$ cat config.mk
export PLATFORM = sky130hd
export DESIGN_NAME = adc_ladder_key_decoder_flat
export DESIGN_NICKNAME = d
export VERILOG_FILES = /design/src/rtl/core/alkd_pkg.sv /design/src/rtl/core/alkd_if.sv /design/src/rtl/core/alkd_ctrl.sv /design/src/rtl/core/alkd_dp.sv /design/src/rtl/core/adc_ladder_key_decoder.sv /design/src/flat_wrapper.sv
export SDC_FILE = /design/constraint.sdc
export NUM_CORES = 1
export LEC_CHECK = 0
export ABC_CLOCK_PERIOD_IN_PS = 4000
export BUFFER_PORTS_ARGS = -buffer_cell sky130_fd_sc_hd__buf_2
export CORE_MARGIN = 5
export CORE_UTILIZATION = 62
export DETAILED_ROUTE_END_ITERATION = 10
export PLACE_DENSITY = 0.84
export SLEW_MARGIN = 10
export SYNTH_ARGS = -nofsm -noshare
export SYNTH_HDL_FRONTEND = slang
export SYNTH_SLANG_ARGS = --single-unit
$ cat constraint.sdc
create_clock -name clk_i -period 4 [get_ports clk_i]
set_input_delay 0 -clock clk_i [delete_from_list [all_inputs] [get_ports clk_i]]
set_output_delay 0 -clock clk_i [all_outputs]
set_load 0.02 [all_outputs]
$ cat src/rtl/core/alkd_pkg.sv
// shared types, codes and constants of the adc ladder key decoder
package alkd_pkg;

  localparam int MvW        = 16;
  localparam int CodeW      = 8;
  localparam int EventW     = 3;
  localparam int KeyCountW  = 3;
  localparam int WindowsW   = 16;
  localparam int NumKeys    = 5;
  localparam int CfgIdxW    = 3;
  localparam int CfgDataW   = 40;
  localparam int ModeW      = 2;
  localparam int StatusW    = 2;

  localparam int WindowSamplesDef = 4;

  typedef enum logic [EventW-1:0] {
    EV_NONE     = 3'd0,
    EV_PRESS    = 3'd1,
    EV_LONG     = 3'd2,
    EV_LONGLONG = 3'd3,
    EV_RELEASE  = 3'd4
  } alkd_event_e;

  typedef enum logic [ModeW-1:0] {
    MODE_SAMPLE = 2'd0,
    MODE_DETECT = 2'd1,
    MODE_START  = 2'd2,
    MODE_UNUSED = 2'd3
  } alkd_mode_e;

  typedef enum logic [StatusW-1:0] {
    STATUS_GOOD   = 2'd0,
    STATUS_BAD    = 2'd1,
    STATUS_BLANK  = 2'd2,
    STATUS_UNUSED = 2'd3
  } alkd_status_e;

  typedef enum logic [CfgIdxW-1:0] {
    REG_KEY_COUNT  = 3'd0,
    REG_KEY_ENTRY0 = 3'd1,
    REG_KEY_ENTRY1 = 3'd2,
    REG_KEY_ENTRY2 = 3'd3,
    REG_KEY_ENTRY3 = 3'd4,
    REG_KEY_ENTRY4 = 3'd5,
    REG_LONG       = 3'd6,
    REG_LONGLONG   = 3'd7
  } alkd_reg_e;

  localparam logic [KeyCountW-1:0] KeyCountRst   = 3'd5;
  localparam logic [CfgDataW-1:0]  KeyEntry0Rst  = 40'd4298244096;
  localparam logic [CfgDataW-1:0]  KeyEntry1Rst  = 40'd8615493922;
  localparam logic [CfgDataW-1:0]  KeyEntry2Rst  = 40'd12932743798;
  localparam logic [CfgDataW-1:0]  KeyEntry3Rst  = 40'd17245406084;
  localparam logic [CfgDataW-1:0]  KeyEntry4Rst  = 40'd21560689850;
  localparam logic [WindowsW-1:0]  LongRst       = 16'd10;
  localparam logic [WindowsW-1:0]  LongLongRst   = 16'd30;

  // controller to datapath
  typedef struct packed {
    logic sample_take;
    logic div_load;
    logic div_step;
    logic match_load;
    logic result_load;
  } alkd_cmd_t;

  // datapath to controller
  typedef struct packed {
    logic window_done;
    logic div_last;
  } alkd_sts_t;

endpackage

$ cat src/rtl/core/alkd_if.sv
// channel interfaces: sample input, result output and register write port
interface alkd_in_if;
  import alkd_pkg::*;
  logic                valid;
  logic                ready;
  logic [ModeW-1:0]    mode;
  logic [MvW-1:0]      sample_mv;
  logic [StatusW-1:0]  sample_status;
  modport source (output valid, mode, sample_mv, sample_status, input ready);
  modport sink   (input valid, mode, sample_mv, sample_status, output ready);
endinterface

interface alkd_out_if;
  import alkd_pkg::*;
  logic              valid;
  logic              ready;
  logic [EventW-1:0] key_event;
  logic [CodeW-1:0]  key_code;
  logic [MvW-1:0]    mean_mv;
  logic              rearm;
  modport source (output valid, key_event, key_code, mean_mv, rearm, input ready);
  modport sink   (input valid, key_event, key_code, mean_mv, rearm, output ready);
endinterface

interface alkd_cfg_if;
  import alkd_pkg::*;
  logic                valid;
  logic                ready;
  logic [CfgIdxW-1:0]  index;
  logic [CfgDataW-1:0] data;
  modport source (output valid, index, data, input ready);
  modport sink   (input valid, index, data, output ready);
endinterface

$ cat src/rtl/core/alkd_ctrl.sv
// sequencing controller: accept, divide, match, hand over result
module alkd_ctrl (
  input  logic                clk_i,
  input  logic                rst_ni,
  input  logic                in_valid_i,
  output logic                in_ready_o,
  output logic                out_valid_o,
  input  logic                out_ready_i,
  output alkd_pkg::alkd_cmd_t cmd_o,
  input  alkd_pkg::alkd_sts_t sts_i
);
  import alkd_pkg::*;

  typedef enum logic [1:0] {
    CTL_IDLE,
    CTL_DIV,
    CTL_MATCH,
    CTL_FINISH
  } ctl_state_e;

  ctl_state_e state_q, state_d;
  logic       out_valid_q, out_valid_d;

  always_comb begin
    cmd_o             = '0;
    state_d           = state_q;
    out_valid_d       = out_valid_q && !out_ready_i;
    in_ready_o        = (state_q == CTL_IDLE);
    case (state_q)
      CTL_IDLE: begin
        if (in_valid_i) begin
          cmd_o.sample_take = 1'b1;
          if (sts_i.window_done) begin
            cmd_o.div_load = 1'b1;
            state_d        = CTL_DIV;
          end
        end
      end
      CTL_DIV: begin
        cmd_o.div_step = 1'b1;
        if (sts_i.div_last) state_d = CTL_MATCH;
      end
      CTL_MATCH: begin
        cmd_o.match_load = 1'b1;
        state_d          = CTL_FINISH;
      end
      CTL_FINISH: begin
        // wait for the output register to be free
        if (!out_valid_q || out_ready_i) begin
          cmd_o.result_load = 1'b1;
          out_valid_d       = 1'b1;
          state_d           = CTL_IDLE;
        end
      end
      default: state_d = CTL_IDLE;
    endcase
  end

  always_ff @(posedge clk_i or negedge rst_ni) begin
    if (!rst_ni) begin
      state_q     <= CTL_IDLE;
      out_valid_q <= 1'b0;
    end else begin
      state_q     <= state_d;
      out_valid_q <= out_valid_d;
    end
  end

  assign out_valid_o = out_valid_q;

endmodule

$ cat src/rtl/core/alkd_dp.sv
// datapath: window accumulator, restoring divider, key matcher, press tracking
module alkd_dp #(
  parameter int WINDOW_SAMPLES = alkd_pkg::WindowSamplesDef
) (
  input  logic                            clk_i,
  input  logic                            rst_ni,
  input  alkd_pkg::alkd_cmd_t             cmd_i,
  output alkd_pkg::alkd_sts_t             sts_o,
  input  logic [alkd_pkg::ModeW-1:0]      mode_i,
  input  logic [alkd_pkg::MvW-1:0]        sample_mv_i,
  input  logic [alkd_pkg::StatusW-1:0]    sample_status_i,
  input  logic                            cfg_we_i,
  input  logic [alkd_pkg::CfgIdxW-1:0]    cfg_index_i,
  input  logic [alkd_pkg::CfgDataW-1:0]   cfg_data_i,
  output logic [alkd_pkg::EventW-1:0]     key_event_o,
  output logic [alkd_pkg::CodeW-1:0]      key_code_o,
  output logic [alkd_pkg::MvW-1:0]        mean_mv_o,
  output logic                            rearm_o
);
  import alkd_pkg::*;

  localparam int CntW  = $clog2(WINDOW_SAMPLES + 1);
  localparam int SumW  = MvW + CntW;
  localparam int StepW = $clog2(SumW);

  typedef enum logic [1:0] {
    PR_IDLE,
    PR_PRESS,
    PR_LONG,
    PR_LONGLONG
  } press_e;

  // configuration
  logic [KeyCountW-1:0] key_count_q;
  logic [CfgDataW-1:0]  key_entry_q [NumKeys];
  logic [WindowsW-1:0]  long_q, longlong_q;

  always_ff @(posedge clk_i or negedge rst_ni) begin
    if (!rst_ni) begin
      key_count_q    <= KeyCountRst;
      key_entry_q[0] <= KeyEntry0Rst;
      key_entry_q[1] <= KeyEntry1Rst;
      key_entry_q[2] <= KeyEntry2Rst;
      key_entry_q[3] <= KeyEntry3Rst;
      key_entry_q[4] <= KeyEntry4Rst;
      long_q         <= LongRst;
      longlong_q     <= LongLongRst;
    end else if (cfg_we_i) begin
      case (alkd_reg_e'(cfg_index_i))
        REG_KEY_COUNT:  key_count_q    <= cfg_data_i[KeyCountW-1:0];
        REG_KEY_ENTRY0: key_entry_q[0] <= cfg_data_i;
        REG_KEY_ENTRY1: key_entry_q[1] <= cfg_data_i;
        REG_KEY_ENTRY2: key_entry_q[2] <= cfg_data_i;
        REG_KEY_ENTRY3: key_entry_q[3] <= cfg_data_i;
        REG_KEY_ENTRY4: key_entry_q[4] <= cfg_data_i;
        REG_LONG:       long_q         <= cfg_data_i[WindowsW-1:0];
        REG_LONGLONG:   longlong_q     <= cfg_data_i[WindowsW-1:0];
        default: ;
      endcase
    end
  end

  // sample window
  logic            enabled_q;
  logic [CntW-1:0] slot_q, valid_q;
  logic [SumW-1:0] sum_q;
  logic            take, good, window_end;
  logic [CntW-1:0] slot_inc, cnt_next;
  logic [SumW-1:0] sum_next;

  always_comb begin
    good       = (alkd_status_e'(sample_status_i) == STATUS_GOOD);
    take       = (alkd_mode_e'(mode_i) == MODE_SAMPLE) && enabled_q &&
                 (good || alkd_status_e'(sample_status_i) == STATUS_BLANK);
    slot_inc   = slot_q + CntW'(1);
    window_end = take && (slot_inc == CntW'(WINDOW_SAMPLES));
    sum_next   = good ? (sum_q + SumW'(sample_mv_i)) : sum_q;
    cnt_next   = good ? (valid_q + CntW'(1)) : valid_q;
  end

  assign sts_o.window_done = window_end;

  // divider
  logic [CntW-1:0]  rem_q, dvsr_q;
  logic [SumW-1:0]  quo_q;
  logic [StepW-1:0] step_q;
  logic             zero_q;
  logic [CntW:0]    rem_shift, rem_diff;
  logic             q_bit;

  always_comb begin
    rem_shift = {rem_q, quo_q[SumW-1]};
    rem_diff  = rem_shift - {1'b0, dvsr_q};
    q_bit     = (rem_shift >= {1'b0, dvsr_q});
  end

  assign sts_o.div_last = (step_q == StepW'(SumW - 1));

  always_ff @(posedge clk_i) begin
    if (cmd_i.div_load) begin
      quo_q  <= sum_next;
      rem_q  <= '0;
      dvsr_q <= cnt_next;
      zero_q <= (cnt_next == '0);
      step_q <= '0;
    end else if (cmd_i.div_step) begin
      quo_q  <= {quo_q[SumW-2:0], q_bit};
      rem_q  <= q_bit ? rem_diff[CntW-1:0] : rem_shift[CntW-1:0];
      step_q <= step_q + StepW'(1);
    end
  end

  // key matcher, first entry in use that holds the mean wins
  logic [MvW-1:0]       mean;
  logic [KeyCountW-1:0] n_keys;
  logic [MvW-1:0]       upper_last;
  logic [CodeW-1:0]     hit_code, match_q;

  always_comb begin
    mean     = quo_q[MvW-1:0];
    n_keys   = (key_count_q > KeyCountW'(NumKeys)) ? KeyCountW'(NumKeys) : key_count_q;
    case (n_keys)
      3'd1:    upper_last = key_entry_q[0][31:16];
      3'd2:    upper_last = key_entry_q[1][31:16];
      3'd3:    upper_last = key_entry_q[2][31:16];
      3'd4:    upper_last = key_entry_q[3][31:16];
      default: upper_last = key_entry_q[4][31:16];
    endcase
    hit_code = '0;
    for (int i = NumKeys - 1; i >= 0; i--) begin
      if (KeyCountW'(i) < n_keys && mean >= key_entry_q[i][15:0] &&
          mean < key_entry_q[i][31:16]) begin
        hit_code = key_entry_q[i][39:32];
      end
    end
    if (n_keys == '0 || mean < key_entry_q[0][15:0] || mean > upper_last) begin
      hit_code = '0;
    end
  end

  always_ff @(posedge clk_i) begin
    if (cmd_i.match_load) match_q <= hit_code;
  end

  // press tracking
  press_e              press_q, press_d;
  logic [CodeW-1:0]    held_code_q, held_code_d;
  logic [WindowsW-1:0] held_win_q, held_win_d, held_inc;
  logic [EventW-1:0]   ev_d;
  logic [CodeW-1:0]    code_d;
  logic                rearm_d;

  always_comb begin
    held_inc    = (held_win_q == '1) ? held_win_q : held_win_q + WindowsW'(1);
    press_d     = press_q;
    held_code_d = held_code_q;
    held_win_d  = held_win_q;
    ev_d        = EV_NONE;
    code_d      = '0;
    rearm_d     = 1'b0;
    if (zero_q) begin
      code_d  = held_code_q;
      rearm_d = 1'b1;
    end else if (match_q != '0) begin
      rearm_d = 1'b1;
      case (press_q)
        PR_IDLE: begin
          press_d     = PR_PRESS;
          held_code_d = match_q;
          held_win_d  = '0;
          ev_d        = EV_PRESS;
        end
        PR_PRESS: begin
          held_win_d = held_inc;
          if (held_inc >= long_q) begin
            press_d = PR_LONG;
            ev_d    = EV_LONG;
          end
        end
        PR_LONG: begin
          held_win_d = held_inc;
          if (held_inc >= longlong_q) begin
            press_d = PR_LONGLONG;
            ev_d    = EV_LONGLONG;
          end
        end
        default: held_win_d = held_inc;
      endcase
      code_d = held_code_d;
    end else if (press_q != PR_IDLE) begin
      press_d     = PR_IDLE;
      ev_d        = EV_RELEASE;
      code_d      = held_code_q;
      held_code_d = '0;
    end
  end

  always_ff @(posedge clk_i or negedge rst_ni) begin
    if (!rst_ni) begin
      enabled_q   <= 1'b0;
      slot_q      <= '0;
      valid_q     <= '0;
      sum_q       <= '0;
      press_q     <= PR_IDLE;
      held_code_q <= '0;
      held_win_q  <= '0;
    end else begin
      if (cmd_i.sample_take) begin
        case (alkd_mode_e'(mode_i))
          MODE_DETECT: begin
            slot_q      <= '0;
            valid_q     <= '0;
            sum_q       <= '0;
            press_q     <= PR_IDLE;
            held_code_q <= '0;
            held_win_q  <= '0;
          end
          MODE_START: begin
            slot_q    <= '0;
            valid_q   <= '0;
            sum_q     <= '0;
            enabled_q <= 1'b1;
          end
          MODE_SAMPLE: begin
            if (window_end) begin
              slot_q    <= '0;
              valid_q   <= '0;
              sum_q     <= '0;
              enabled_q <= 1'b0;
            end else if (take) begin
              slot_q  <= slot_inc;
              valid_q <= cnt_next;
              sum_q   <= sum_next;
            end
          end
          default: ;
        endcase
      end
      if (cmd_i.result_load) begin
        press_q     <= press_d;
        held_code_q <= held_code_d;
        held_win_q  <= held_win_d;
      end
    end
  end

  // result register
  always_ff @(posedge clk_i) begin
    if (cmd_i.result_load) begin
      key_event_o <= ev_d;
      key_code_o  <= code_d;
      mean_mv_o   <= zero_q ? '0 : mean;
      rearm_o     <= rearm_d;
    end
  end

endmodule

$ cat src/rtl/core/adc_ladder_key_decoder.sv
// top level of the adc ladder key decoder
//
//  channel    | dir | handshake          | payload
//  -----------+-----+--------------------+--------------------------------------
//  in_chan_i  | in  | valid / ready      | mode, sample_mv, sample_status
//  res_chan_o | out | valid / ready      | key_event, key_code, mean_mv, rearm
//  cfg_chan_i | in  | valid / ready (=1) | index, data
//
// a transaction that does not end a window is taken as soon as the block is idle
// a window-ending sample starts the restoring divider, one quotient bit a cycle,
// then the match step and the hand-over; no input is taken until the result is loaded
// the result sits in an output register, so the next transaction is taken
// while it waits; a new result waits only if the old one is still not taken
// reset is asynchronous, active low, and needs no clearing pass
module adc_ladder_key_decoder #(
  parameter int WINDOW_SAMPLES = alkd_pkg::WindowSamplesDef
) (
  input  logic       clk_i,
  input  logic       rst_ni,
  alkd_in_if.sink    in_chan_i,
  alkd_out_if.source res_chan_o,
  alkd_cfg_if.sink   cfg_chan_i
);
  import alkd_pkg::*;

  alkd_cmd_t cmd;
  alkd_sts_t sts;

  // register writes always taken; user, not block, keeps them to quiet times
  assign cfg_chan_i.ready = 1'b1;

  alkd_ctrl u_ctrl (
    .clk_i       (clk_i),
    .rst_ni      (rst_ni),
    .in_valid_i  (in_chan_i.valid),
    .in_ready_o  (in_chan_i.ready),
    .out_valid_o (res_chan_o.valid),
    .out_ready_i (res_chan_o.ready),
    .cmd_o       (cmd),
    .sts_i       (sts)
  );

  alkd_dp #(
    .WINDOW_SAMPLES (WINDOW_SAMPLES)
  ) u_dp (
    .clk_i           (clk_i),
    .rst_ni          (rst_ni),
    .cmd_i           (cmd),
    .sts_o           (sts),
    .mode_i          (in_chan_i.mode),
    .sample_mv_i     (in_chan_i.sample_mv),
    .sample_status_i (in_chan_i.sample_status),
    .cfg_we_i        (cfg_chan_i.valid),
    .cfg_index_i     (cfg_chan_i.index),
    .cfg_data_i      (cfg_chan_i.data),
    .key_event_o     (res_chan_o.key_event),
    .key_code_o      (res_chan_o.key_code),
    .mean_mv_o       (res_chan_o.mean_mv),
    .rearm_o         (res_chan_o.rearm)
  );

  // a finished window blocks new samples until its result is built
  assert property (@(posedge clk_i) disable iff (!rst_ni)
    cmd.div_load |=> !in_chan_i.ready)
    else $error("input taken right after a window ended");

  // no sample is taken while the divider is running
  assert property (@(posedge clk_i) disable iff (!rst_ni)
    cmd.div_step |-> !in_chan_i.ready)
    else $error("input ready during division");

  // a loaded result is always offered on the next cycle
  assert property (@(posedge clk_i) disable iff (!rst_ni)
    cmd.result_load |=> res_chan_o.valid)
    else $error("result loaded but not offered");

  // a result never overwrites one that is still waiting
  assert property (@(posedge clk_i) disable iff (!rst_ni)
    cmd.result_load |-> (!res_chan_o.valid || res_chan_o.ready))
    else $error("pending result overwritten");

endmodule

$ cat src/flat_wrapper.sv
// flat-port wrapper written by rule: the top's interface ports become plain ports
module adc_ladder_key_decoder_flat import alkd_pkg::*;
#(
  parameter int WINDOW_SAMPLES = alkd_pkg::WindowSamplesDef
)
  (clk_i, rst_ni, in_chan_i_valid, in_chan_i_mode, in_chan_i_sample_mv, in_chan_i_sample_status, in_chan_i_ready, res_chan_o_valid, res_chan_o_key_event, res_chan_o_key_code, res_chan_o_mean_mv, res_chan_o_rearm, res_chan_o_ready, cfg_chan_i_valid, cfg_chan_i_index, cfg_chan_i_data, cfg_chan_i_ready);
  alkd_in_if in_chan_i_i ();
  alkd_out_if res_chan_o_i ();
  alkd_cfg_if cfg_chan_i_i ();
  input  logic clk_i;
  input  logic rst_ni;
  input wire logic [$bits(in_chan_i_i.valid)-1:0] in_chan_i_valid;
  input wire logic [$bits(in_chan_i_i.mode)-1:0] in_chan_i_mode;
  input wire logic [$bits(in_chan_i_i.sample_mv)-1:0] in_chan_i_sample_mv;
  input wire logic [$bits(in_chan_i_i.sample_status)-1:0] in_chan_i_sample_status;
  output wire logic [$bits(in_chan_i_i.ready)-1:0] in_chan_i_ready;
  output wire logic [$bits(res_chan_o_i.valid)-1:0] res_chan_o_valid;
  output wire logic [$bits(res_chan_o_i.key_event)-1:0] res_chan_o_key_event;
  output wire logic [$bits(res_chan_o_i.key_code)-1:0] res_chan_o_key_code;
  output wire logic [$bits(res_chan_o_i.mean_mv)-1:0] res_chan_o_mean_mv;
  output wire logic [$bits(res_chan_o_i.rearm)-1:0] res_chan_o_rearm;
  input wire logic [$bits(res_chan_o_i.ready)-1:0] res_chan_o_ready;
  input wire logic [$bits(cfg_chan_i_i.valid)-1:0] cfg_chan_i_valid;
  input wire logic [$bits(cfg_chan_i_i.index)-1:0] cfg_chan_i_index;
  input wire logic [$bits(cfg_chan_i_i.data)-1:0] cfg_chan_i_data;
  output wire logic [$bits(cfg_chan_i_i.ready)-1:0] cfg_chan_i_ready;
  assign in_chan_i_i.valid = in_chan_i_valid;
  assign in_chan_i_i.mode = in_chan_i_mode;
  assign in_chan_i_i.sample_mv = in_chan_i_sample_mv;
  assign in_chan_i_i.sample_status = in_chan_i_sample_status;
  assign in_chan_i_ready = in_chan_i_i.ready;
  assign res_chan_o_valid = res_chan_o_i.valid;
  assign res_chan_o_key_event = res_chan_o_i.key_event;
  assign res_chan_o_key_code = res_chan_o_i.key_code;
  assign res_chan_o_mean_mv = res_chan_o_i.mean_mv;
  assign res_chan_o_rearm = res_chan_o_i.rearm;
  assign res_chan_o_i.ready = res_chan_o_ready;
  assign cfg_chan_i_i.valid = cfg_chan_i_valid;
  assign cfg_chan_i_i.index = cfg_chan_i_index;
  assign cfg_chan_i_i.data = cfg_chan_i_data;
  assign cfg_chan_i_ready = cfg_chan_i_i.ready;
  adc_ladder_key_decoder #(.WINDOW_SAMPLES(WINDOW_SAMPLES)) u_core (.clk_i(clk_i), .rst_ni(rst_ni), .in_chan_i(in_chan_i_i), .res_chan_o(res_chan_o_i), .cfg_chan_i(cfg_chan_i_i));
endmodule
* Word-level counts from Yosys, hierarchy flattened
Cells that the tools add are included.
Cells by class: add/subtract/negate cells 6, magnitude comparators 21, equal/unequal tests 34, mux-type cells 69, reductions and logical operators 49
Operator list (number):
- 2-to-1 mux 8 bit | 15
- greater-or-equal comparator 16 bit | 7
- 2-to-1 mux 16 bit | 7
- < comparator 16 bit | 6
- 2-to-1 mux 19 bit | 5
- one-hot mux 16 bit (4 select lines) | 1
- one-hot mux 19 bit (2 select lines) | 1
- 2-to-1 mux 2 bit | 16
- 2-to-1 mux 3 bit | 9
- adder 19 x 16 -> 19 bit | 1
- == test 3 bit (second input constant) | 6
- adder 16 x 1 -> 16 bit (second input constant) | 1
- == test 16 bit (second input constant) | 1
- greater-than comparator 16 bit | 1
- AND reduction 2 bit | 8
- logical AND 1 bit | 14
- == test 3 x 2 -> 1 bit (second input constant) | 4
- one-hot mux 2 bit (3 select lines) | 2
- one-hot mux 3 bit (2 select lines) | 2
- AND reduction 4 bit | 3
- nonzero test 2 bit | 6
- == test 2 bit (second input constant) | 5
- inequality test 2 bit (second input constant) | 5
- zero test 3 bit | 3
- 25 further kinds | 50
Word-level totals: register bits after elaboration 357, bits of input ports 68, output and inout port bits 31, word-level logic and storage cells 206

* Longest topological paths before layout
Gate-level depths: netlist (run 1).
word-level depth 10, gate-level depth with buffers 16, mapped depth without buffers 15

* Cells and area by module
Synthesis (run 1) repeated with hierarchy kept, for this count alone.
Second synthesis, totals: cell total of the unflattened synthesis 2044, area total of the unflattened synthesis 21058.9 um^2
Modules (own cells, without submodules):
- alkd_dp | instances 1, cells each 2021, area each 20820.0 um^2, sequential area each 9187.6 um^2
- alkd_ctrl | instances 1, cells each 21, area each 227.7 um^2, sequential area each 75.1 um^2
- adc_ladder_key_decoder | instances 1, cells each 2, area each 11.3 um^2, sequential area each 0.0 um^2

* Worst setup path after synthesis (run 1)
Ideal clock, no wire load.
path kind reg-to-reg, from register u_core.u_dp.held_win_q[3], to register u_core.u_dp.press_q[1], library setup time 126 ps, arrival time 3391 ps, required time 3874 ps, setup slack 482 ps, stages on the path, launching flop included 15, path buffers 1, clock period less this slack 3518 ps, cells stage by stage dfrtp_1 -> buf_2 -> and4_4 -> nand4_4 -> or4_4 -> and2_0 -> or3_1 -> ha_1 -> a21o_1 -> a21o_1 -> a221oi_1 -> o21ai_0 -> o211ai_1 -> a211o_1 -> o21ai_0
Between the ends: word-level cells in the longest chain between the ends 5, elaborated cells on any way between the ends 8, classes of those cells 1 x add/sub; 2 x order compare; 3 x eq/ne; 1 x mux; 1 x reduce/logical
Ends and longest elaborated chain:
- start: declaration | RTL line alkd_dp.sv:148 | logic [WindowsW-1:0] held_win_q, held_win_d, held_inc;
- start signal: assignment | RTL line alkd_dp.sv:242 | held_win_q <= held_win_d;
- adder 16 x 1 -> 16 bit / == test 16 bit (equally long branches) | RTL line alkd_dp.sv:154 | held_inc = (held_win_q == '1) ? held_win_q : held_win_q + WindowsW'(1);
- 2-to-1 mux 16 bit * | RTL line alkd_dp.sv:154
- greater-or-equal comparator 16 bit, on equally long branches | RTL line alkd_dp.sv:182, alkd_dp.sv:175
- inequality test 4 bit (no line)
- AND reduction 7 bit (no line) *
- end signal: assignment | RTL line alkd_dp.sv:240 | press_q <= press_d;
- end: declaration | RTL line alkd_dp.sv:146 | press_e press_q, press_d;
Mark *: on every way between the ends. The rest lies on a longest branch, timed or not. A chain may end at the register's enable or synchronous reset.

* Worst setup path in the final report (run 1)
from register u_core.u_dp.held_win_q[0], to register u_core.u_dp.key_event_o[1] (netlist name) (data pin)
Between the ends: word-level cells in the longest chain between the ends 6, elaborated cells on any way between the ends 9, classes of those cells 1 x add/sub; 2 x order compare; 1 x eq/ne; 5 x mux
Ends and longest elaborated chain:
- adder 16 x 1 -> 16 bit / == test 16 bit (equally long branches) | RTL line alkd_dp.sv:154
- 2-to-1 mux 16 bit * | RTL line alkd_dp.sv:154
- greater-or-equal comparator 16 bit, on equally long branches | RTL line alkd_dp.sv:182, alkd_dp.sv:175
- 2-to-1 mux 2 bit, on equally long branches | RTL line alkd_dp.sv:182, alkd_dp.sv:175
- one-hot mux 2 bit (3 select lines) * | RTL line alkd_dp.sv:166 | case (press_q)
- 2-to-1 mux 3 bit * | RTL line alkd_dp.sv:164 | end else if (match_q != '0) begin
- end signal: assignment | RTL line alkd_dp.sv:250 | key_event_o <= ev_d;
- end: declaration | RTL line alkd_dp.sv:15 | output logic [alkd_pkg::EventW-1:0] key_event_o,
Marks and branches as above.

==> results.ini, run 1 <==
[outcome]
outcome = completed

[global_route]
grt_pass1_wl_um = 93300
grt_max_degree = 138
grt_pass1_vias = 18000
antenna_found_initial = 1
gr-usage-all-layers = 0.300
grt-ovfl-total = 0

[route]
drt_iter0_markers = 1238
drc = 0
routedWlPerCell_um = 21.0
detailedRoute.firstPassIterationCount = 6
via_per_inst = 6.26
drt-total-wl_um = 57400
vias = 17100
ant_nets = 0

[job]
timing.max_cap.violations = 0

[clock_network]
cts-root-buf = clkbuf_16
cts_sinks = 357
clk_pin_slew_ns = 0.06
htreeDepth = 2
clockBufferDepth = 3
insertion_delay_ns = 0.53
cts_tree = built
cts_buffers = 39

[power_and_ir_drop]
pwr-share-comb = 0.380
peakVddDrop_mv = 0.347
seqPwrFrac = 0.383
clockPowerShare = 0.237
p_leak_nw = 11.1
p_switching_mw = 5.53
p_sw_frac = 0.378
p_int_mw = 9.09
power_density_nw_per_um2 = 608

[placement]
place_congestion = 0.928
io_buffers = 97
dpl.cell_count = 2615
dp.final_hpwl_um = 40000
place_ws_ns = 0.151

[timing]
setup_violations = 0
drv_slew = 0
skew_ns = 0.0150
fmax_ghz = 0.263
slew_headroom = 0.204
worst_slack_ns = 0.204
worst_pin_slew_ns = 1.19
fin_crit_ns = 3.80
hold_viol_final = 0
fin_tns_setup_ns = 0
finalCritPeriodShare = 0.949

[synth]
synth_top_area_frac = 0.273
syn-num-nets = 2405
synth_edf_count = 59
synth_cell_types = 73
ys.flop_type = dfrtp_1
netlist_area_um2 = 21200
synth_cells = 2096
yosysSeqAreaShare = 0.437
ys_async_sr_fraction = 0.812
ys_warn_count = 0
ys_ff_latch = 357
synth_most_common_cell = ha_1
synth_top_cells_by_count = ha_1 (239), o21ai_0 (237), dfrtp_1 (231), inv_1 (211), nand2_1 (210)
synth.avg_cell_area_um2 = 10.1
yosys.area.top_type = dfrtp_1
synthTopCellsByArea = dfrtp_1 (27%), ha_1 (14%), edfxtp_1 (8.4%)

[die]
core_region_area_um2 = 33600
dieArea_um2 = 38000
die_w_um = 195
num_rows = 67
start_util = 0.630
die_h_um = 195
io_pins = 99

[critical_path]
critPathLaunchType = flip-flop
cp.required_ns = 4.30
crit_slowest_cell = or3_1
critical_path_peak_fanout = 7
arrival_ns = 4.09
cpPeakStageDelay_ns = 0.44
cp-end-kind = flip-flop
worstPathCellList = ha_1, nand2_1, or3_1, nor3_4, buf_4, mux2_2, ha_1, nand2_1, o21ai_0, a21oi_1, o21ai_1, a21oi_1, nand2b_1, a2111oi_0
path_class = reg -> reg

[cells_and_area]
stdcell_count = 2736
area_growth_pct = 13.6
drive_gt1_frac = 0.192
nets = 2567

[hold_path]
min_path_type = in -> reg

==> path summary, 6_finish.rpt <==
check                                          start                      endpoint  slack, ns  cells past startpoint
setup / recovery           u_core.u_dp.held_win_q[0]    u_core.u_dp.key_event_o[1]       0.20                     14
hold / removal                in_chan_i_sample_mv[7]          u_core.u_dp.sum_q[7]       0.03                      4
setup reg to reg           u_core.u_dp.held_win_q[0]    u_core.u_dp.key_event_o[1]       0.20                     14
hold reg to reg                u_core.u_dp.slot_q[2]         u_core.u_dp.slot_q[2]       0.50                      2
max in group asynchronous                     rst_ni  u_core.u_dp.key_entry_q[153]       2.58                      3
min in group asynchronous                     rst_ni   u_core.u_dp.key_entry_q[41]       0.23                      2
==> flip-flops by register name, summed over array words and instances (netlist names), 16 cells and up <==
| register | flops |
|---|---|
| u_core.u_dp.longlong_q | 16 |
| u_core.u_dp.held_win_q | 16 |
| u_core.u_dp.sum_q | 19 |
| u_core.u_dp.long_q | 16 |
| u_core.u_dp.quo_q | 19 |
| u_core.u_dp.mean_mv_o | 16 |
| u_core.u_dp.key_entry_q | 200 |
==> kinds of logic (layout without fill, tap and decap cells) <==
| kind of cell | count (synthesis) | count (layout) | share of synthesized area |
|---|---|---|---|
| mux | 169 | 169 | 0.0897 |
| simple gates | 473 | 473 | 0.108 |
| xor+xnor | 33 | 33 | 0.0136 |
| flops | 357 | 357 | 0.437 |
| fa+ha+maj | 241 | 241 | 0.143 |
| buf+inv | 287 | 478 | 0.0515 |
| other cells | 1 | 2 | 0.000177 |
| compound gates | 535 | 535 | 0.157 |
==> what timing repair did <==
item	4_1_cts	5_1_grt
gates resized for setup	0	7
hold buffers	47	0
hold endpoints to repair	322	0
buffers inserted	0	3
endpoints found under the setup margin	0	4
==> layout make-up <==
cell class / instances / area, um2
multi-input combinational: 1452 / 10900
fill: 2329 / 9560
sequential: 357 / 9270
timing repair buffer: 196 / 1360
clock buffer: 60 / 1130
inverter: 212 / 796
tap: 448 / 561
clock inverter: 10 / 76.3
antenna: 1 / 2.50
==> metrics by stage <==
stage          power (mW)  area, um2  hold WS [ns]  utilization
3_5_place_dp         10.9      22300         0.220        0.664
2_1_floorplan        8.97      21200        -0.296            -
4_1_cts              14.5      24000        0.0200        0.714
5_1_grt              15.5      24100        0.0647        0.715
3_3_place_gp         10.5      22300         0.206        0.664
6_report             14.6      24100        0.0339        0.716
==> cells in the final DEF (no fill, tap or decap), types with 18 or more instances in the layout <==
cell and count:
xnor2_1 18, a22o_1 24, nor3_1 24, dfrtp_1 229, clkbuf_16 39, buf_4 52, a21o_1 38, and4_1 20
a211oi_1 35, nor2b_1 22, mux2_2 156, nor2_1 78, o211ai_1 29, edfxtp_1 59, nand4_1 29, ha_1 239
a31oi_1 24, nand2_1 210, dfstp_2 59, buf_2 96, a21oi_1 74, inv_1 211, nand3_1 26, nand2b_1 18
o21ai_0 235, dlygate4sd3_1 47
==> per-layer routing <==
metal	part of all wire	routed length, um	track usage
met5	0.00023	13	0
met4	0.049	2840	0.137
met3	0.075	4300	0.0601
met2	0.48	27400	0.499
met1	0.40	22900	0.382
==> worst max-delay path, delay by kind of cell (launching register included) <==
family | cells | cell delay (ns)
adders and majority gates | 2 | 0.47
AOI/OAI and AO/OA | 5 | 1.11
DFF | 1 | 0.43
and+or+nand+nor | 5 | 0.98
muxes | 1 | 0.37
buffers and inverters | 1 | 0.21
==> power groups by stage <==
stage	clock, mW	sequential, mW	combinational [mW]
2_1_floorplan	0	5.39	3.58
3_3_place_gp	0	5.55	4.97
3_5_place_dp	0	5.61	5.31
4_1_cts	3.49	5.56	5.46
5_1_grt	3.65	5.66	6.18
6_report	3.47	5.60	5.55
Power figures use the tool's default switching activity.
==> run 2: changes to the inputs <==
- ABC_AREA: not set -> 1
==> run 2 against run 1 <==
Power down 0.44%; global-route usage up 0.11 points; sequential share of layout area increased by 0.078 points; clock skew is 0.0024 ns lower; clock-buffer cell count is 8 lower; non-clock buffer count decreased by 34; worst hold slack gained 0.0023 ns; die area increased by 0.14%; critical path depth unchanged; final area shrank 0.23%; combinational power decreased by 7.0%.
==> results.ini, run 2 <==
[timing]
finalCritPeriodShare = 0.879
skew_ns = 0.0126
slew_headroom = 0.231
setup_violations = 0
rsz0062_at_grt = false
fin_crit_ns = 3.52
worst_pin_slew_ns = 1.15
hold_viol_final = 0
drv_slew = 0
fin_tns_setup_ns = 0
worst_slack_ns = 0.484
hold_ws_ns = 0.0362
fmax_ghz = 0.284

[cells_and_area]
drive_gt1_frac = 0.103
area_growth_pct = 13.1
top_regs = u_core.u_dp.key_entry_q x200, u_core.u_dp.quo_q x19, u_core.u_dp.sum_q x19
layout_common_cells = nand2_1 (593), inv_1 (398), o21ai_0 (357)
layout_commonest_cell = nand2_1
largest_reg_flops = 200
n_antenna_cell = 0
regMostFlops = u_core.u_dp.key_entry_q
post-route-util = 0.714
fin_area_um2 = 24000
nets = 3028
stdcell_count = 3198

[route]
ant_nets = 0
drt-total-wl_um = 57900
via_per_inst = 5.80
met1Wirelength_um = 23700
drc = 0
top_layer_used = met5
vias = 18600
detailedRoute.firstPassIterationCount = 6
met3_length_um = 4330
routedWlPerCell_um = 18.1
met2_length_um = 27400
drt_iter0_markers = 1450

[synth]
synth_cell_types = 55
synth_cells = 2589
synth_top_cells_by_count = nand2_1 (597), inv_1 (398), o21ai_0 (357), ha_1 (239), dfrtp_1 (231)
ys_ff_latch = 357
netlist_area_um2 = 21200
yosysSeqAreaShare = 0.437
ys.flop_type = dfrtp_1
synth_most_common_cell = nand2_1
ys_async_sr_fraction = 0.812
synth_edf_count = 59
synthTopCellsByArea = dfrtp_1 (27%), ha_1 (14%), nand2_1 (11%)
synth.avg_cell_area_um2 = 8.19
synth_top_area_frac = 0.272
yosys.area.top_type = dfrtp_1
syn-num-nets = 2898
ys_warn_count = 0

[power_and_ir_drop]
p_leak_nw = 11.9
power_density_nw_per_um2 = 606
peakVddDrop_mv = 0.360
total_power_mw = 14.6

[critical_path]
cp.required_ns = 4.38
critical_path_peak_fanout = 18
critPathLaunchType = flip-flop
arrival_ns = 3.89
cp-end-kind = flip-flop
path_class = reg -> reg
r2r_setup_slack_ns = 0.48

[die]
core_region_area_um2 = 33600
die_w_um = 195
start_util = 0.631
die_h_um = 195
dieArea_um2 = 38000
num_rows = 67
io_pins = 99

[clock_network]
clk_pin_slew_ns = 0.06
insertion_delay_ns = 0.54
clockBufferDepth = 3
htreeDepth = 2
cts-root-buf = clkbuf_16
cts_buffers = 39
cts_sinks = 357
cts_tree = built

[placement]
place_congestion = 0.935
post_dp_cell_area_um2 = 22100
dpl.cell_count = 3077
io_buffers = 97
place_ws_ns = 0.441
dp.final_hpwl_um = 39800

[hold_path]
min_path_type = in -> reg

[global_route]
gr-usage-all-layers = 0.301
antenna_found_initial = 1
grt_pass1_vias = 18900
grt_pass1_wl_um = 94300
grt_max_degree = 145
grt-ovfl-total = 0

[job]
timing.max_cap.violations = 0

[outcome]
outcome = completed

## run 2: cell count changes in the layout (fill, tap and decap cells not counted), moves of 37 or more
cell | before | now
o21ai_0 | 235 | 357
nand2_1 | 210 | 593
inv_1 | 211 | 398
buf_4 | 52 | 14
nor2_1 | 78 | 119
nand3_1 | 26 | 104
a21oi_1 | 74 | 135
a21o_1 | 38 | 1
mux2_2 | 156 | 2
## run 2: final cells by class
type | count | area (um2)
clock buffers | 52 | 1110
clock inverters | 20 | 250
repair buffers | 162 | 1130
inverters | 406 | 1520
fillers | 2483 | 9620
multi-input cells | 1753 | 10200
flip-flops and latches | 357 | 9260
well taps | 448 | 561
## run 2: logic make-up after synthesis
| kind of cell | Yosys count | share of synthesized area |
|---|---|---|
| buffers and inverters | 479 | 0.0854 |
| XOR/XNOR | 18 | 0.00743 |
| AO/OA/AOI/OAI | 587 | 0.149 |
| flip-flops | 357 | 0.437 |
| AND/OR/NAND/NOR | 903 | 0.177 |
| other | 1 | 0.000177 |
| multiplexers | 3 | 0.00153 |
| adder cells (fa/ha/maj) | 241 | 0.143 |
## run 2: repair_timing
action,4_1_cts,5_1_grt
buffers inserted,0,0
endpoints found under the hold margin,336,0
hold buffers,49,0
setup endpoints to repair,0,1
resized for setup,0,1
## run 2: layer usage
layer | vias to the layer above | global-route usage
li1 | 8792 | -
met1 | 8883 | 0.383
met2 | 692 | 0.509
met3 | 184 | 0.0601
met4 | 2 | 0.121
met5 | - | 0
## run 2: power by group
part / total [mW] / switching (mW) / internal [mW]
Combinational: 5.16 / 3.26 / 1.90
Clock: 3.80 / 1.51 / 2.28
Sequential: 5.59 / 0.868 / 4.72
## run 2: critical path, cell delays in order, from the launching register on
cell	delay (ns)
dfstp_2	0.57
inv_1	0.12
nand2_4	0.22
nand4_2	0.36
buf_4	0.33
o21ai_0	0.11
o22ai_1	0.12
ha_1	0.31
a21oi_1	0.15
o21ai_0	0.10
a21oi_1	0.14
nand2_1	0.08
a21oi_2	0.41
o21ai_0	0.17
a21oi_1	0.17
## run 2: final timing paths
kind | cells past startpoint | start | to
max in group asynchronous | 3 | rst_ni | u_core.u_dp.key_entry_q[192]
hold / removal | 6 | in_chan_i_sample_mv[0] | u_core.u_dp.sum_q[0]
min in group asynchronous | 2 | rst_ni | u_core.u_dp.key_entry_q[165]
setup / recovery | 14 | u_core.u_dp.key_count_q[0] | u_core.u_dp.match_q[0]
setup reg to reg | 14 | u_core.u_dp.key_count_q[0] | u_core.u_dp.match_q[0]
hold reg to reg | 2 | u_core.u_dp.key_entry_q[43] | u_core.u_dp.key_entry_q[43]
